[src/rtl/pps_pkg.sv]
`timescale 1ns / 1ps
`default_nettype none
// ============================================================================
// pps_pkg
// Types, register indexes, microcode fields and fixed-point constants shared
// by the position PID step sequencer and its datapath.
// ============================================================================
package pps_pkg;

    localparam int STEP_W = 4;
    localparam int ERR_W  = 17;
    localparam int DIFF_W = 18;
    localparam int GAIN_W = 15;
    localparam int INT_W  = 48;
    localparam int MA_W   = 34;
    localparam int MB_W   = 27;
    localparam int PROD_W = MA_W + MB_W;
    localparam int ACC_W  = 64;
    localparam int MAG_W  = 25;
    localparam int Q_W    = 14;

    typedef struct packed {
        logic [15:0] distance;
        logic [9:0]  gain_pot;
    } t_pid_in;

    typedef struct packed {
        logic signed [14:0] angle_target;
        logic               clamped;
    } t_pid_out;

    // register indexes
    localparam logic [2:0] CFG_SETPOINT  = 3'd0;
    localparam logic [2:0] CFG_INT_GAIN  = 3'd1;
    localparam logic [2:0] CFG_DER_GAIN  = 3'd2;
    localparam logic [2:0] CFG_TICK_PER  = 3'd3;
    localparam logic [2:0] CFG_TICK_RATE = 3'd4;

    // multiplier operand A
    localparam logic [2:0] A_ERR    = 3'd0;
    localparam logic [2:0] A_DIFF   = 3'd1;
    localparam logic [2:0] A_POTNUM = 3'd2;
    localparam logic [2:0] A_ILO    = 3'd3;
    localparam logic [2:0] A_IHI    = 3'd4;
    localparam logic [2:0] A_TMP    = 3'd5;
    localparam logic [2:0] A_ROUND  = 3'd6;

    // multiplier operand B
    localparam logic [2:0] B_PERIOD  = 3'd0;
    localparam logic [2:0] B_KP      = 3'd1;
    localparam logic [2:0] B_IG      = 3'd2;
    localparam logic [2:0] B_DG      = 3'd3;
    localparam logic [2:0] B_RATE    = 3'd4;
    localparam logic [2:0] B_RCP1023 = 3'd5;
    localparam logic [2:0] B_RCP5    = 3'd6;

    // datapath operations
    localparam logic [3:0] OP_NOP       = 4'd0;
    localparam logic [3:0] OP_LOAD      = 4'd1;
    localparam logic [3:0] OP_KP        = 4'd2;
    localparam logic [3:0] OP_INTEG     = 4'd3;
    localparam logic [3:0] OP_TMP       = 4'd4;
    localparam logic [3:0] OP_ACC_LD    = 4'd5;
    localparam logic [3:0] OP_ACC_ADD24 = 4'd6;
    localparam logic [3:0] OP_ACC_SHR16 = 4'd7;
    localparam logic [3:0] OP_ACC_ADD   = 4'd8;
    localparam logic [3:0] OP_ACC_ADD8  = 4'd9;
    localparam logic [3:0] OP_CLAMP     = 4'd10;
    localparam logic [3:0] OP_FINISH    = 4'd11;

    // step hold conditions
    localparam logic [1:0] HOLD_NONE = 2'd0;
    localparam logic [1:0] HOLD_IN   = 2'd1;
    localparam logic [1:0] HOLD_OUT  = 2'd2;

    typedef struct packed {
        logic       mul_en;
        logic [2:0] a_sel;
        logic [2:0] b_sel;
        logic [3:0] op;
        logic [1:0] hold;
        logic       last;
    } t_ctrl;

    typedef struct packed {
        logic in_valid;
        logic out_busy;
    } t_cond;

    localparam t_ctrl CTRL_NOP = '{
        mul_en: 1'b0, a_sel: A_ERR, b_sel: B_PERIOD,
        op: OP_NOP, hold: HOLD_NONE, last: 1'b1
    };

    // ceil(2^35/1023) and ceil(2^18/5)
    localparam logic [MB_W-1:0] RCP1023 = 27'd33587233;
    localparam logic [MB_W-1:0] RCP5    = 27'd52429;
    localparam int RCP1023_SH = 35;
    localparam int RCP5_SH    = 18;

    localparam logic [24:0] POT_ROUND = 25'd511;
    localparam logic [MAG_W-1:0] ANGLE_HALF = 25'd1280;

    localparam logic signed [ACC_W-1:0] SUM_LIMIT = 64'sd29491200;
    localparam logic signed [INT_W-1:0] INT_MAX   = {1'b0, {(INT_W-1){1'b1}}};
    localparam logic signed [INT_W-1:0] INT_MIN   = {1'b1, {(INT_W-1){1'b0}}};
    localparam logic signed [14:0] ANGLE_MAX = 15'sd11520;

endpackage
`default_nettype wire

[src/rtl/pps_seq.sv]
`timescale 1ns / 1ps
`default_nettype none
// ============================================================================
// pps_seq
// Step counter and microcode ROM. One control word per step; a step may hold
// on an input or output condition, and the last step jumps back to the start.
// ============================================================================
module pps_seq
    import pps_pkg::*;
(
    input  wire logic  i_clk,
    input  wire logic  i_rst_n,
    input  wire t_cond i_cond,
    output t_ctrl      o_ctrl,
    output logic       o_fire
);

    logic [STEP_W-1:0] r_step;
    logic [STEP_W-1:0] n_step;
    t_ctrl             w;

    always_comb begin
        w = CTRL_NOP;
        w.last = 1'b0;
        case (r_step)
            4'd0: begin
                w.op   = OP_LOAD;
                w.hold = HOLD_IN;
            end
            4'd1: begin
                w.mul_en = 1'b1; w.a_sel = A_POTNUM; w.b_sel = B_RCP1023;
            end
            4'd2: begin
                w.mul_en = 1'b1; w.a_sel = A_ERR; w.b_sel = B_PERIOD;
                w.op = OP_KP;
            end
            4'd3: begin
                w.mul_en = 1'b1; w.a_sel = A_DIFF; w.b_sel = B_DG;
                w.op = OP_INTEG;
            end
            4'd4: begin
                w.mul_en = 1'b1; w.a_sel = A_ILO; w.b_sel = B_IG;
                w.op = OP_TMP;
            end
            4'd5: begin
                w.mul_en = 1'b1; w.a_sel = A_IHI; w.b_sel = B_IG;
                w.op = OP_ACC_LD;
            end
            4'd6: begin
                w.mul_en = 1'b1; w.a_sel = A_TMP; w.b_sel = B_RATE;
                w.op = OP_ACC_ADD24;
            end
            4'd7: begin
                w.op = OP_ACC_SHR16;
            end
            4'd8: begin
                w.mul_en = 1'b1; w.a_sel = A_ERR; w.b_sel = B_KP;
                w.op = OP_ACC_ADD;
            end
            4'd9: begin
                w.op = OP_ACC_ADD8;
            end
            4'd10: begin
                w.op = OP_CLAMP;
            end
            4'd11: begin
                w.mul_en = 1'b1; w.a_sel = A_ROUND; w.b_sel = B_RCP5;
            end
            4'd12: begin
                w.op   = OP_FINISH;
                w.hold = HOLD_OUT;
                w.last = 1'b1;
            end
            default: begin
                w = CTRL_NOP;
            end
        endcase
    end

    always_comb begin
        case (w.hold)
            HOLD_IN:  o_fire = i_cond.in_valid;
            HOLD_OUT: o_fire = !i_cond.out_busy;
            default:  o_fire = 1'b1;
        endcase
        if (!o_fire) begin
            n_step = r_step;
        end else if (w.last) begin
            n_step = '0;
        end else begin
            n_step = r_step + 1'b1;
        end
    end

    assign o_ctrl = w;

    always_ff @(posedge i_clk) begin
        if (!i_rst_n) begin
            r_step <= '0;
        end else begin
            r_step <= n_step;
        end
    end

endmodule
`default_nettype wire
[config.mk]
export PLATFORM = sky130hd
export DESIGN_NAME = pps_seq
export DESIGN_NICKNAME = d
export VERILOG_FILES = /design/src/rtl/pps_pkg.sv /design/src/rtl/pps_seq.sv
export SDC_FILE = /design/constraint.sdc
export NUM_CORES = 1
export LEC_CHECK = 0
export BUFFER_PORTS_ARGS = -buffer_cell sky130_fd_sc_hd__buf_2
export CAP_MARGIN = 25
export CORE_AREA = 2 2 48 50
export DETAILED_ROUTE_END_ITERATION = 16
export DIE_AREA = 0 0 50 52
export GPL_ROUTABILITY_DRIVEN = 0
export GPL_TIMING_DRIVEN = 0
export PLACE_DENSITY = 0.47
export SLEW_MARGIN = 20
export SYNTH_ARGS = -nofsm -noshare
export SYNTH_HDL_FRONTEND = slang
export SYNTH_SLANG_ARGS = --single-unit
[constraint.sdc]
create_clock -name i_clk -period 2.7 [get_ports i_clk]
set_clock_uncertainty 0.05 [all_clocks]
set_input_delay 0.135 -clock i_clk [delete_from_list [all_inputs] [get_ports i_clk]]
set_output_delay 0.135 -clock i_clk [all_outputs]
set_load 0.02 [all_outputs]
==> impl_results.rst, run 1 <==
.. list-table::
   :header-rows: 1

   * - Metric
     - Value
   * - Vias post-DR
     - 606
   * - Gr usage total
     - 12.07%
   * - Clock sink count
     - 4
   * - CTS buffer count
     - 3
   * - Maximum vdd ir drop
     - 0.4394 mV
   * - Layout overhead on the synthesized area
     - 26.94%
   * - Smallest setup slack after layout
     - 237.6 ps
   * - Seq cells post-synth
     - 4
   * - FF-to-FF Start
     - r_step[2]
   * - Worst endpoint required time
     - 2520 ps
   * - End of the worst hold path
     - r_step[0]
   * - Total die area
     - 2600 µm²
   * - Clock Tree Buf Depth
     - 2
   * - Max-slew headroom at the worst pin
     - 69.03%
   * - Clock latency on the worst-skew pair
     - 230 ps
   * - Count of different cell masters after synthesis
     - 32
   * - Type of origin of the critical path
     - register
   * - Launch instance of the worst min-delay path
     - i_rst_n
   * - Power density over cell area
     - 1041 nW/µm²
   * - Number of setup violations in the final report
     - 0
   * - Largest regs
     - r_step x4
   * - Final routed wirelength across all metal layers
     - 1497 µm
   * - Antenna violations before repair
     - 0
   * - Largest register by flop count
     - r_step
   * - Remaining antenna violation count after routing
     - 0
   * - Cell area after technology mapping
     - 580.6 µm²
   * - Number of synthesized flops with an enable pin
     - 0
   * - Warning count from the yosys run
     - 0
   * - Rows
     - 17
   * - Number of diodes
     - 0
   * - Minimum clock period after layout
     - 2462 ps
   * - Share of cells above drive strength 1
     - 29.29%
   * - Die Ht
     - 52 µm
   * - Number of standard cells in the layout, taps in and fillers out
     - 127
   * - Leakage power summed over all cells
     - 0.3514 nW
   * - Worst Setup Path Type
     - reg2out
   * - Total gr overflow
     - 0
   * - Pre-CTS WS
     - 49.37 ps
   * - RSZ-0062 raised after global routing
     - false
   * - Measured slew at the worst slew-check pin
     - 464.5 ps
   * - Cells after Synth
     - 79
   * - Total count of hold-check failures in the final report
     - 0
   * - Class of the tightest hold or removal check
     - in2reg
   * - TritonCTS clock tree
     - built
   * - Fin. max-slew vios
     - 0
   * - Status
     - finished clean
   * - Clock-pin slew reported for the worst setup and hold paths after clock tree synthesis
     - 40 ps
   * - Summed negative setup slack over all endpoints
     - 0 ps
   * - FFs w/ async S/R, synth
     - 0%
   * - Prevailing post-synth register cell
     - sky130_fd_sc_hd__dfxtp_1
   * - Critical path fanouts, max
     - 10
   * - Number of cell instances on the worst register-to-register path
     - 7
   * - Reg2Reg Setup Slack
     - 410 ps
   * - Number of design rule violations left after detail routing
     - 0
   * - Clock root buffer
     - sky130_fd_sc_hd__clkbuf_4
   * - Drt wl/cell
     - 11.79 µm
   * - Input/output buffers
     - 18
   * - HPWL after detailed placement
     - 1142 µm
   * - Wire length of the first global-routing pass
     - 2435 µm
   * - Worst setup EP type
     - output port
   * - WP data arrival
     - 2280 ps
   * - CTS HTree Levels
     - 1
   * - Max-capacitance violation count
     - 0
   * - Placeable core region
     - 2106 µm²
   * - 1st-iter DRT viols
     - 13
   * - Die boundary width
     - 50 µm
   * - Number of search-and-repair iterations in the first detailed-routing pass
     - 4
   * - Average vias per placed instance
     - 4.772
   * - Largest net degree at the start of global routing
     - 11
   * - Number of flip-flops under the largest register name
     - 4
   * - Seq/Total Area, Yosys
     - 13.79%
   * - Share of the clock period used by the worst path after layout
     - 91.20%
   * - Post-Place Cells
     - 125
   * - Initial standard-cell utilization of the core
     - 27.57%
   * - Upper clock frequency limit
     - 406.1 MHz
   * - Ports placed on the boundary
     - 19
   * - Net count of the mapped netlist
     - 90
   * - Worst r2r dst
     - r_step[3]
   * - Worst hold stages
     - 3
   * - # nets final
     - 112
   * - Syn_area_per_cell
     - 7.349 µm²
   * - Number of global-route vias before repair
     - 527
synth_stat cells, types with 2 or more instances:
library cell               n  area share, %
sky130_fd_sc_hd__a21oi_1   4            3.4
sky130_fd_sc_hd__a211oi_1  2            2.6
sky130_fd_sc_hd__o21ai_0   2            1.7
sky130_fd_sc_hd__clkbuf_1  4            2.6
sky130_fd_sc_hd__or3_1     3            3.2
sky130_fd_sc_hd__nand2_1   7            4.5
sky130_fd_sc_hd__and2_1    3            3.2
sky130_fd_sc_hd__nand2b_1  2            2.2
sky130_fd_sc_hd__a32o_1    2            3.4
sky130_fd_sc_hd__inv_1     6            3.9
sky130_fd_sc_hd__nor2b_1   2            2.2
sky130_fd_sc_hd__ha_1      7             15
sky130_fd_sc_hd__o22ai_1   4            4.3
sky130_fd_sc_hd__nor2_1    8            5.2
sky130_fd_sc_hd__o32ai_1   2            3.0
sky130_fd_sc_hd__a21o_1    2            2.6
sky130_fd_sc_hd__dfxtp_1   4             14
worst max-delay path: stages (launching register included):
cell                       delay, ps
sky130_fd_sc_hd__dfxtp_1         330
sky130_fd_sc_hd__clkbuf_1        380
sky130_fd_sc_hd__nor2_1          110
sky130_fd_sc_hd__and2_1          190
sky130_fd_sc_hd__ha_1            340
sky130_fd_sc_hd__or3_1           390
sky130_fd_sc_hd__clkbuf_2        150
sky130_fd_sc_hd__buf_2           160
cells by family (layout without fill, tap and decap cells):
group           Yosys count  after routing  share of synthesized area (%)
compound gates           22             22                          28.02
fa+ha+maj                 7              7                          15.09
buf+inv                  12             32                          8.187
flops                     4              4                          13.79
mux                       1              1                          1.724
simple gates             33             33                          33.19
worst max path at each step:
| stage | startpoint | endpoint | slack, ps |
|---|---|---|---|
| 6_report | r_step[2] | o_fire | 240 |
| 4_1_cts | r_step[0] | o_fire | 60 |
| 3_5_place_dp | r_step[0] | r_step[3] | 50 |
| 2_1_floorplan | r_step[0] | r_step[3] | 270 |
| 3_3_place_gp | r_step[0] | r_step[3] | 60 |
| 5_1_grt | r_step[2] | o_fire | 60 |
layout by cell type (no fill, tap or decap), types with 2 or more instances in the layout:
master	count
sky130_fd_sc_hd__buf_2	19
sky130_fd_sc_hd__nand2_1	7
sky130_fd_sc_hd__a32o_1	2
sky130_fd_sc_hd__nand2b_1	2
sky130_fd_sc_hd__o21ai_0	2
sky130_fd_sc_hd__o22ai_1	4
sky130_fd_sc_hd__o32ai_1	2
sky130_fd_sc_hd__a21o_1	2
sky130_fd_sc_hd__and2_1	3
sky130_fd_sc_hd__or3_1	3
sky130_fd_sc_hd__dfxtp_1	4
sky130_fd_sc_hd__inv_1	6
sky130_fd_sc_hd__a21oi_1	4
sky130_fd_sc_hd__a211oi_1	2
sky130_fd_sc_hd__nor2_1	8
sky130_fd_sc_hd__clkbuf_1	3
sky130_fd_sc_hd__clkbuf_4	3
sky130_fd_sc_hd__nor2b_1	2
sky130_fd_sc_hd__ha_1	6
report_power, final:
part / internal (mW) / leakage (nW) / switching [mW]
combinational: 0.251 / 0.305 / 0.361
clock: 0.0495 / 0.0138 / 0.0216
sequential: 0.0719 / 0.0326 / 0.0118
total: 0.372 / 0.351 / 0.395
per-layer routing:
| metal | part of all wire (%) | global-route usage, % | vias to the layer above |
|---|---|---|---|
| li1 | - | - | 320 |
| met1 | 52 | 16.41 | 272 |
| met2 | 45 | 18.42 | 14 |
| met3 | 3.1 | 2.011 | 0 |
| met4 | 0 | 5.556 | 0 |
| met5 | 0 | 0 | - |
metrics by stage:
step / hold slack, ps / utilization (%) / cell area, µm² / total power [mW]
6_report: 189.1 / 35.00 / 737.0 / 0.7669
5_1_grt: 197.3 / 35.00 / 737.0 / 0.8431
4_1_cts: 176.1 / 34.76 / 732.0 / 0.7620
3_5_place_dp: 422.4 / 33.51 / 705.7 / 0.6792
3_3_place_gp: 426.0 / 33.51 / 705.7 / 0.6725
2_1_floorplan: 239.1 / - / 580.6 / 0.5339
area by class of cell:
cell class	instances	area (µm²)
tap	28	35.03
buffer	5	21.27
sequential	4	80.08
inverter	6	22.52
multi-input combinational	63	465.4
fill	225	1369
clock buffer	3	22.52
timing repair buffer	18	90.09
repair_timing:
action | in CTS | in global routing
resized for setup | 2 | 1
hold buffers | 0 | 0
cloned | 0 | 0
buffers inserted | 0 | 0
setup endpoints to repair | 1 | 1
Power figures use the tool's default switching activity.
==> run 2, diff against run 1 <==
--- a/config.mk
+++ b/config.mk
@@ -7,12 +7,13 @@
 export LEC_CHECK = 0
 export BUFFER_PORTS_ARGS = -buffer_cell sky130_fd_sc_hd__buf_2
 export CAP_MARGIN = 25
-export CORE_AREA = 2 2 48 50
+export CORE_AREA = 2 2 39 41
+export CTS_BUF_LIST = sky130_fd_sc_hd__clkbuf_4
 export DETAILED_ROUTE_END_ITERATION = 16
-export DIE_AREA = 0 0 50 52
+export DIE_AREA = 0 0 41 43
 export GPL_ROUTABILITY_DRIVEN = 0
 export GPL_TIMING_DRIVEN = 0
-export PLACE_DENSITY = 0.47
+export PLACE_DENSITY = 0.68
 export SLEW_MARGIN = 20
 export SYNTH_ARGS = -nofsm -noshare
 export SYNTH_HDL_FRONTEND = slang
==> impl_results.rst, run 2 (same netlist as run 1, synthesis figures left out) <==
.. list-table::
   :header-rows: 1

   * - Metric
     - Value
   * - Max-capacitance violation count
     - 0
   * - Worst path buffer plus inverter count
     - 3
   * - Critical path depth in cells
     - 7
   * - Largest regs
     - r_step x4
   * - Number of global-route vias before repair
     - 487
   * - # nets final
     - 112
   * - Design area
     - 711.9 µm²
   * - Number of flip-flops under the largest register name
     - 4
   * - Clock latency on the worst-skew pair
     - 230 ps
   * - Worst setup EP type
     - output port
   * - Clock sink count
     - 4
   * - Total count of hold-check failures in the final report
     - 0
   * - CP startpoint
     - r_step[0]
   * - Worst hold stages
     - 3
   * - Cells along the critical path
     - inv_1, ha_2, nand3_1, ha_1, or3_1, clkbuf_2, buf_2
   * - Critical path fanouts, max
     - 14
   * - Worst Setup Path Type
     - reg2out
   * - Reg2Reg Setup Slack
     - 350 ps
   * - Number of cell instances on the worst register-to-register path
     - 7
   * - Final routed wirelength across all metal layers
     - 1359 µm
   * - Share of cells above drive strength 1
     - 29.29%
   * - RSZ-0062 raised after global routing
     - false
   * - Vias post-DR
     - 615
   * - Number of diodes
     - 0
   * - Pre-CTS WS
     - 80.32 ps
   * - CTS HTree Levels
     - 1
   * - HPWL after detailed placement
     - 1023 µm
   * - Minimum clock period after layout
     - 2519 ps
   * - Top Family by Delay on Critical Path
     - adder cells
   * - CP max stage delay
     - 390 ps
   * - Input/output buffers
     - 18
   * - CTS buffer count
     - 3
   * - FF-to-FF Start
     - r_step[0]
   * - Worst endpoint required time
     - 2520 ps
   * - Total gr overflow
     - 0
   * - Initial standard-cell utilization of the core
     - 41.95%
   * - Final core utilization
     - 51.45%
   * - Ports placed on the boundary
     - 19
   * - Class of the tightest hold or removal check
     - in2reg
   * - Measured slew at the worst slew-check pin
     - 464.7 ps
   * - Average vias per placed instance
     - 5.348
   * - Number of design rule violations left after detail routing
     - 0
   * - End point of the critical path
     - o_fire
   * - Type of origin of the critical path
     - register
   * - Upper clock frequency limit
     - 397.0 MHz
   * - Share of the clock period used by the worst path after layout
     - 93.29%
   * - Post-Route Hold Slack
     - 182.2 ps
   * - Most frequent cells in the layout
     - sky130_fd_sc_hd__buf_2, sky130_fd_sc_hd__nor2_1, sky130_fd_sc_hd__nand2_1
   * - Clock Tree Buf Depth
     - 2
   * - Rows
     - 14
   * - WP data arrival
     - 2330 ps
   * - Fin. max-slew vios
     - 0
   * - Worst r2r dst
     - r_step[3]
   * - Most common cell after layout, fill and taps aside
     - sky130_fd_sc_hd__buf_2
   * - Area of placed instances
     - 690.7 µm²
   * - Antenna violations before repair
     - 0
   * - Largest net degree at the start of global routing
     - 15
   * - Die Ht
     - 43 µm
   * - Leakage power summed over all cells
     - 0.3492 nW
   * - Summed negative setup slack over all endpoints
     - 0 ps
   * - Gr usage total
     - 16.38%
   * - Layout overhead on the synthesized area
     - 22.63%
   * - Power density over cell area
     - 1046 nW/µm²
   * - TritonCTS clock tree
     - built
   * - Die boundary width
     - 41 µm
   * - Worst path slowest cell
     - sky130_fd_sc_hd__ha_1
   * - Count of buffers added by post-CTS timing repair for setup
     - 0
   * - Number of search-and-repair iterations in the first detailed-routing pass
     - 4
   * - Clock root buffer
     - sky130_fd_sc_hd__clkbuf_4
   * - 1st-iter DRT viols
     - 7
   * - Largest register by flop count
     - r_step
   * - Smallest setup slack after layout
     - 181.1 ps
   * - Drt wl/cell
     - 11.82 µm
   * - Number of setup violations in the final report
     - 0
   * - Clock-pin slew reported for the worst setup and hold paths after clock tree synthesis
     - 40 ps
   * - Placeable core region
     - 1384 µm²
   * - Remaining antenna violation count after routing
     - 0
   * - Status
     - finished clean
   * - Max-slew headroom at the worst pin
     - 69.02%
   * - Wire length of the first global-routing pass
     - 2076 µm
   * - Maximum vdd ir drop
     - 0.4540 mV
   * - Total die area
     - 1763 µm²
-- run 2: power breakdown --
part,internal (mW),switching (mW)
sequential,0.0719,0.0122
clock,0.0495,0.0214
combinational,0.236,0.354
-- run 2: layout make-up --
type	count	area [µm²]
clock buffer	3	22.52
timing repair buffer	18	90.09
inverter	6	22.52
sequential	4	80.08
multi-input combinational	63	455.4
buffer	5	21.27
tap	16	20.02
fill	145	671.9
-- run 2: worst min path at each step --
| stage | from | end | slack, ps |
|---|---|---|---|
| global placement | i_rst_n | r_step[0] | 420 |
| finish | i_rst_n | r_step[1] | 180 |
| detailed placement | i_rst_n | r_step[1] | 420 |
| floorplan | i_rst_n | r_step[3] | 240 |
| global route | i_rst_n | r_step[0] | 190 |
| CTS | i_rst_n | r_step[1] | 170 |
-- run 2: per-stage QoR --
stage | total power, mW | instances
floorplan | 0.5339 | 79
detailed placement | 0.6699 | 113
CTS | 0.7437 | 115
global placement | 0.6613 | 113
finish | 0.7445 | 115
global route | 0.8085 | 115
-- run 2: timing repair --
| action | in CTS | in global routing |
|---|---|---|
| hold buffers | 0 | 0 |
| gates resized for setup | 0 | 1 |
| endpoints found under the setup margin | 1 | 1 |
-- run 2: routing by layer --
layer  track usage [%]  part of all wire, %  vias up
met4             6.000                    0        0
met3                 0                  3.8        0
li1                  -                    -      323
met1             24.52                   52      278
met2             24.38                   44       14
met5                 0                    0        -
-- run 2: worst register-to-register path, cell delays in order, from the launching register on --
cell                       delay (ps)
sky130_fd_sc_hd__dfxtp_1          330
sky130_fd_sc_hd__inv_1            130
sky130_fd_sc_hd__ha_2             370
sky130_fd_sc_hd__nand3_1          200
sky130_fd_sc_hd__ha_1             390
sky130_fd_sc_hd__or3_1            380
sky130_fd_sc_hd__clkbuf_2         150
sky130_fd_sc_hd__a32o_1           250
